### src/acc_pkg.sv
`timescale 1ns / 1ps
`default_nettype none
package acc_pkg;
    localparam logic [1:0] FUNC_WRITE = 2'd0;
    localparam logic [1:0] FUNC_EXEC = 2'd1;
    localparam logic [1:0] FUNC_RESTART = 2'd2;

    localparam logic [2:0] EV_NONE = 3'd0;
    localparam logic [2:0] EV_NUM = 3'd1;
    localparam logic [2:0] EV_CHAR = 3'd2;
    localparam logic [2:0] EV_HALT = 3'd3;
    localparam logic [2:0] EV_STACK = 3'd4;

    localparam logic [3:0] OP_HLT = 4'h0;
    localparam logic [3:0] OP_LDA = 4'h1;
    localparam logic [3:0] OP_STA = 4'h2;
    localparam logic [3:0] OP_ADD = 4'h3;
    localparam logic [3:0] OP_SUB = 4'h4;
    localparam logic [3:0] OP_JMP = 4'h5;
    localparam logic [3:0] OP_CAL = 4'h6;
    localparam logic [3:0] OP_MUL = 4'h7;
    localparam logic [3:0] OP_SYS = 4'h8;
    localparam logic [3:0] OP_BRZ = 4'h9;
    localparam logic [3:0] OP_BRN = 4'hA;
    localparam logic [3:0] OP_PRT = 4'hB;
    localparam logic [3:0] OP_PRC = 4'hC;

    localparam logic [11:0] SYS_IAC = 12'h002;
    localparam logic [11:0] SYS_RET = 12'h005;

    typedef struct packed {
        logic [1:0] func;
        logic [11:0] address;
        logic [15:0] data;
    } cmd_t;
endpackage
`default_nettype wire

### src/acc_front.sv
`timescale 1ns / 1ps
`default_nettype none
module acc_front (
    input wire logic clk,
    input wire logic rst_n,
    input wire logic in_valid,
    output logic in_stall,
    input wire acc_pkg::cmd_t in_cmd,
    output logic q_valid,
    input wire logic q_pop,
    output acc_pkg::cmd_t q_cmd
);
    import acc_pkg::*;

    cmd_t q_mem [2];
    logic wp_reg, rp_reg;
    logic [1:0] cnt_reg;
    logic push;

    assign in_stall = (cnt_reg == 2'd2);
    assign push = in_valid && !in_stall;
    assign q_valid = (cnt_reg != 2'd0);
    assign q_cmd = q_mem[rp_reg];

    always_ff @(posedge clk)
    begin
        if (push)
        begin
            q_mem[wp_reg] <= in_cmd;
        end
    end

    always_ff @(posedge clk or negedge rst_n)
    begin
        if (!rst_n)
        begin
            wp_reg <= 1'b0;
            rp_reg <= 1'b0;
            cnt_reg <= 2'd0;
        end
        else
        begin
            if (push) wp_reg <= !wp_reg;
            if (q_pop && q_valid) rp_reg <= !rp_reg;
            cnt_reg <= cnt_reg + 2'(push) - 2'(q_pop && q_valid);
        end
    end

`ifndef ASSERT_OFF
    a_noover: assert property (@(posedge clk) disable iff (!rst_n)
        cnt_reg != 2'd3) else $error("queue count overflow");
    a_pop: assert property (@(posedge clk) disable iff (!rst_n)
        q_pop |-> q_valid) else $error("pop from empty queue");
    a_full: assert property (@(posedge clk) disable iff (!rst_n)
        (cnt_reg == 2'd2 && !q_pop) |=> cnt_reg == 2'd2) else $error("lost item");
`endif
endmodule
`default_nettype wire

### config.mk
export PLATFORM = sky130hd
export DESIGN_NAME = acc_front
export DESIGN_NICKNAME = d
export VERILOG_FILES = /design/src/acc_pkg.sv /design/src/acc_front.sv
export SDC_FILE = /design/constraint.sdc
export NUM_CORES = 1
export LEC_CHECK = 0
export ABC_AREA = 1
export BUFFER_PORTS_ARGS = -buffer_cell sky130_fd_sc_hd__buf_2
export CAP_MARGIN = 10
export CORE_MARGIN = 3
export CORE_UTILIZATION = 50
export DETAILED_ROUTE_END_ITERATION = 10
export GPL_ROUTABILITY_DRIVEN = 0
export PLACE_DENSITY = 0.77
export SYNTH_ARGS = -nofsm -noshare
export SYNTH_HDL_FRONTEND = slang
export SYNTH_SLANG_ARGS = --single-unit
### constraint.sdc
create_clock -name clk -period 6.4 [get_ports clk]
set_clock_uncertainty 0.2 [all_clocks]
set_input_delay 0.64 -clock clk [delete_from_list [all_inputs] [get_ports clk]]
set_output_delay 0.64 -clock clk [all_outputs]
set_load 0.01 [all_outputs]
# Word-level counts from Yosys, hierarchy flattened
# Memory sizes are Yosys's and may differ from the RTL's.
# Cells that the tools add are included.
classes:
  n_addsub: 2
  n_eq_ne: 1
  muxes: 2
  reduce_logical: 6
op_table:
  columns: ["op", "n"]
  rows:
  - ["$logic_not A1 Y1", 3]
  - ["$add A2 B1 Y2", 1]
  - ["$eq A2 B2 Y1 const B", 1]
  - ["$logic_and A1 B1 Y1", 2]
  - ["$mux W1", 2]
  - ["$reduce_bool A2 Y1", 1]
  - ["$sub A2 B1 Y2", 1]
word_totals:
  reg_bits: 4
  ramBits: 60
  input_bits: 34
  output_inout_bits: 32
  memories: 1
mem_list:
  columns: ["memory", "depth", "word_bits", "read_ports", "rd_clocked_by_memory_dff", "wr", "line", "rtl"]
  rows:
  - ["q_mem", 2, 30, 1, 0, 1, "acc_front.sv:15", "cmd_t q_mem [2];"]

# Depth between registers and ports, before layout
logic_depth:
  ltp_word: 5
  depth_mapped: 10
  ltp_nobuf: 10

# Worst setup path before layout
# Ideal clock, no wire load.
synth_path:
  path_kind: "input port to flip-flop"
  startpoint: "input in_valid"
  endpoint: "memory q_mem[1][0] (netlist bit) (enable)"
  arrival_ns: 1.995
  required_time_ns: 5.783
  setup_slack_ns: 3.788
  stages: 2
  path_buffers: 0
  cell_sequence: "nand2_1 -> nor2_1"
synth_via:
  elab_chain_len: 3
synth_rtl:
  columns: ["item", "line", "rtl"]
  rows:
  - ["start: declaration", "acc_front.sv:6", "input wire logic in_valid,"]
  - ["$logic_and A1 B1 Y1", "acc_front.sv:21", "assign push = in_valid && !in_stall;"]
  - ["$mux W1", "acc_front.sv:27", "if (push)"]
  - ["$mux W1 (not written as such)", "acc_front.sv:29", "q_mem[wp_reg] <= in_cmd;"]
  - ["end: declaration", "acc_front.sv:15", null]
# No other way between the ends.

==> flow_summary.yaml <==
sta:
  tightest_slew_ns: 1.04
  maxSlewHeadroom: 0.307
  min_period_over_period: 0.485
  timing.fmax_mhz: 322
  finalHoldViolations: 0
  rsz0062_at_grt: "no"
  fin_crit_ns: 3.10
  drv_slew: 0
  hold_ws_ns: 0.274
  setup-tns-final_ns: 0
  setup_viol: 0
cts:
  clk_latency_ns: 0.33
  cts_tree: "yes"
  cts_buffer_depth: 2
  clkSlewWorstSetupHoldPaths_ns: 0.06
  cts_made_buffers: 9
  post-cts-setup-buffer-count: 0
  cts-root-buf: "clkbuf_8"
  cts_htree_levels: 3
  cts.sinks: 64
yosys:
  synth_warnings: 0
  netlist_instances: 189
  synth_top_area_cell: "edfxtp_1"
  yosysSeqAreaShare: 0.792
  synthTopCellsByArea: "edfxtp_1, nand2_1, dfrtp_1"
  avgSynthCellArea_um2: 12.7
  synthesis.nets: 225
  synthesis.area_um2: 2400
  synth_cell_types: 9
  yosysTopAreaCellShare: 0.751
  ys_ff_latch: 64
run_status:
  status: "finished clean"
detailed_routing:
  drtAntennaViolNets: 0
  wirelength_um: 4050
  wl_per_cell_um: 12.7
  num_vias: 1519
  remaining_drc_errors: 0
  drt_first_iter_violations: 95
  vias_per_cell: 4.78
  first_pass_iters: 4
die:
  dieWidth_um: 75.3
  die_area_um2: 5670
  ios: 66
  initial_core_util: 0.533
  core_area_um2: 4500
  std_cell_rows: 24
  dieHeight_um: 75.3
finish:
  diodes: 0
  nNetsFinal: 297
  largest_register_ffs: 60
  fillCellCount: 348
  area_growth_pct: 24.0
  drive_gt1_frac: 0.308
critical_path:
  arrival_ns: 2.26
  cp_common_cell: "nand2_1"
  rr_endpoint: "rp_reg"
  end_kind: "primary output"
  crit_required_ns: 5.56
  rrSetupSlack_ns: 4.29
  cp_slowest_cell: "dfrtp_1"
  critPathMaxFanout: 32
  critPathMaxStageDelay_ns: 1.03
  path_cells: "inv_2, nand2_1, nand2_1, buf_2"
  worstSetupPathType: "flip-flop to primary output"
  worstSetupStartpointType: "flip-flop"
  reg2reg_depth: 3
  r2r_start: "rp_reg"
min_path:
  hp-start: "wp_reg"
  hold_end: "wp_reg"
  hold_depth: 2
  hp-class: "flip-flop to flip-flop"
global_route:
  grt_pass1_wl_um: 5940
  grt_max_degree: 33
  grt.total_usage: 0.151
  grt-ovfl-total: 0
  grt_pass1_vias: 1352
  antenna_found_initial: 0
power_and_ir_drop:
  p_per_area_nw_per_um2: 455
  vdd_drop_max_mv: 0.255
  leakage_nw: 1.36
placed_design:
  numPortBuffers: 65
  dp_hpwl_um: 2540
job:
  drv_cap: 0
-- Yosys cell counts (all sizes together) --
cell type  number
edfxtp         60
buf             6
dfrtp           4
nand2         103
ha              2
nor2            1
nand3           3
inv            10
-- worst max-delay path, delay by kind of cell (launching register included) --
kind	cells	cell delay (ns)
buffers and inverters	2	0.66
AND/OR/NAND/NOR	2	0.25
flip-flops	1	1.03
-- logic make-up (layout without fill, tap and decap cells) --
| logic type | after synthesis | after routing | synth area share |
|---|---|---|---|
| AND/OR/NAND/NOR | 107 | 107 | 0.169 |
| buffers and inverters | 16 | 93 | 0.0282 |
| adder cells (fa/ha/maj) | 2 | 2 | 0.0104 |
| flip-flops | 64 | 64 | 0.792 |
-- power by group --
part           switching, mW  internal (mW)
sequential            0.0524          0.573
combinational          0.260          0.143
clock                  0.137          0.189
-- metal layers --
metal,part of all wire,track usage
met1,0.42,0.168
met2,0.49,0.249
met3,0.065,0.0494
met4,0.023,0.0932
met5,0,0
-- area by class of cell --
type	instances	area [um^2]	area share
multi-input combinational	109	438	0.147
timing repair buffer	67	343	0.115
inverter	10	37.5	0.0126
clock buffer	12	145	0.0488
clock inverter	4	45.0	0.0151
sequential	64	1900	0.639
tap	52	65.1	0.0219
-- what timing repair did --
item,CTS,global route
hold buffers,1,0
resized for setup,0,0
hold endpoints to repair,4,0
-- metrics by stage --
| stage | total power, mW | cell area [um^2] | cells | util | worst slack (ns) |
|---|---|---|---|---|---|
| floorplan | 0.876 | 2400 | 189 | - | 3.79 |
| global placement | 1.03 | 2780 | 301 | 0.616 | 3.69 |
| detailed placement | 1.04 | 2780 | 301 | 0.616 | 3.67 |
| CTS | 1.37 | 2980 | 318 | 0.661 | 3.26 |
| global route | 1.45 | 2980 | 318 | 0.661 | 3.08 |
| finish | 1.35 | 2980 | 318 | 0.661 | 3.30 |
-- how the worst max path moves through the flow --
stage	slack, ns	cells past startpoint	start	end
finish	3.30	4	rp_reg	q_cmd[16]
global route	3.08	4	rp_reg	q_cmd[12]
CTS	3.26	4	rp_reg	q_cmd[16]
detailed placement	3.67	4	rp_reg	q_cmd[25]
global placement	3.69	4	rp_reg	q_cmd[10]
floorplan	3.79	2	in_valid	q_mem[1][0]
-- layout by cell type (no fill, tap or decap) --
master	instances
buf_2	65
inv_2	1
dlygate4sd3_1	1
clkbuf_1	2
inv_1	9
edfxtp_1	60
clkbuf_8	10
buf_4	1
nand3_1	3
nand2_1	103
nor2_4	1
bufinv_16	1
clkinv_2	3
ha_1	2
dfrtp_1	4
(Power assumes the default switching activity.)
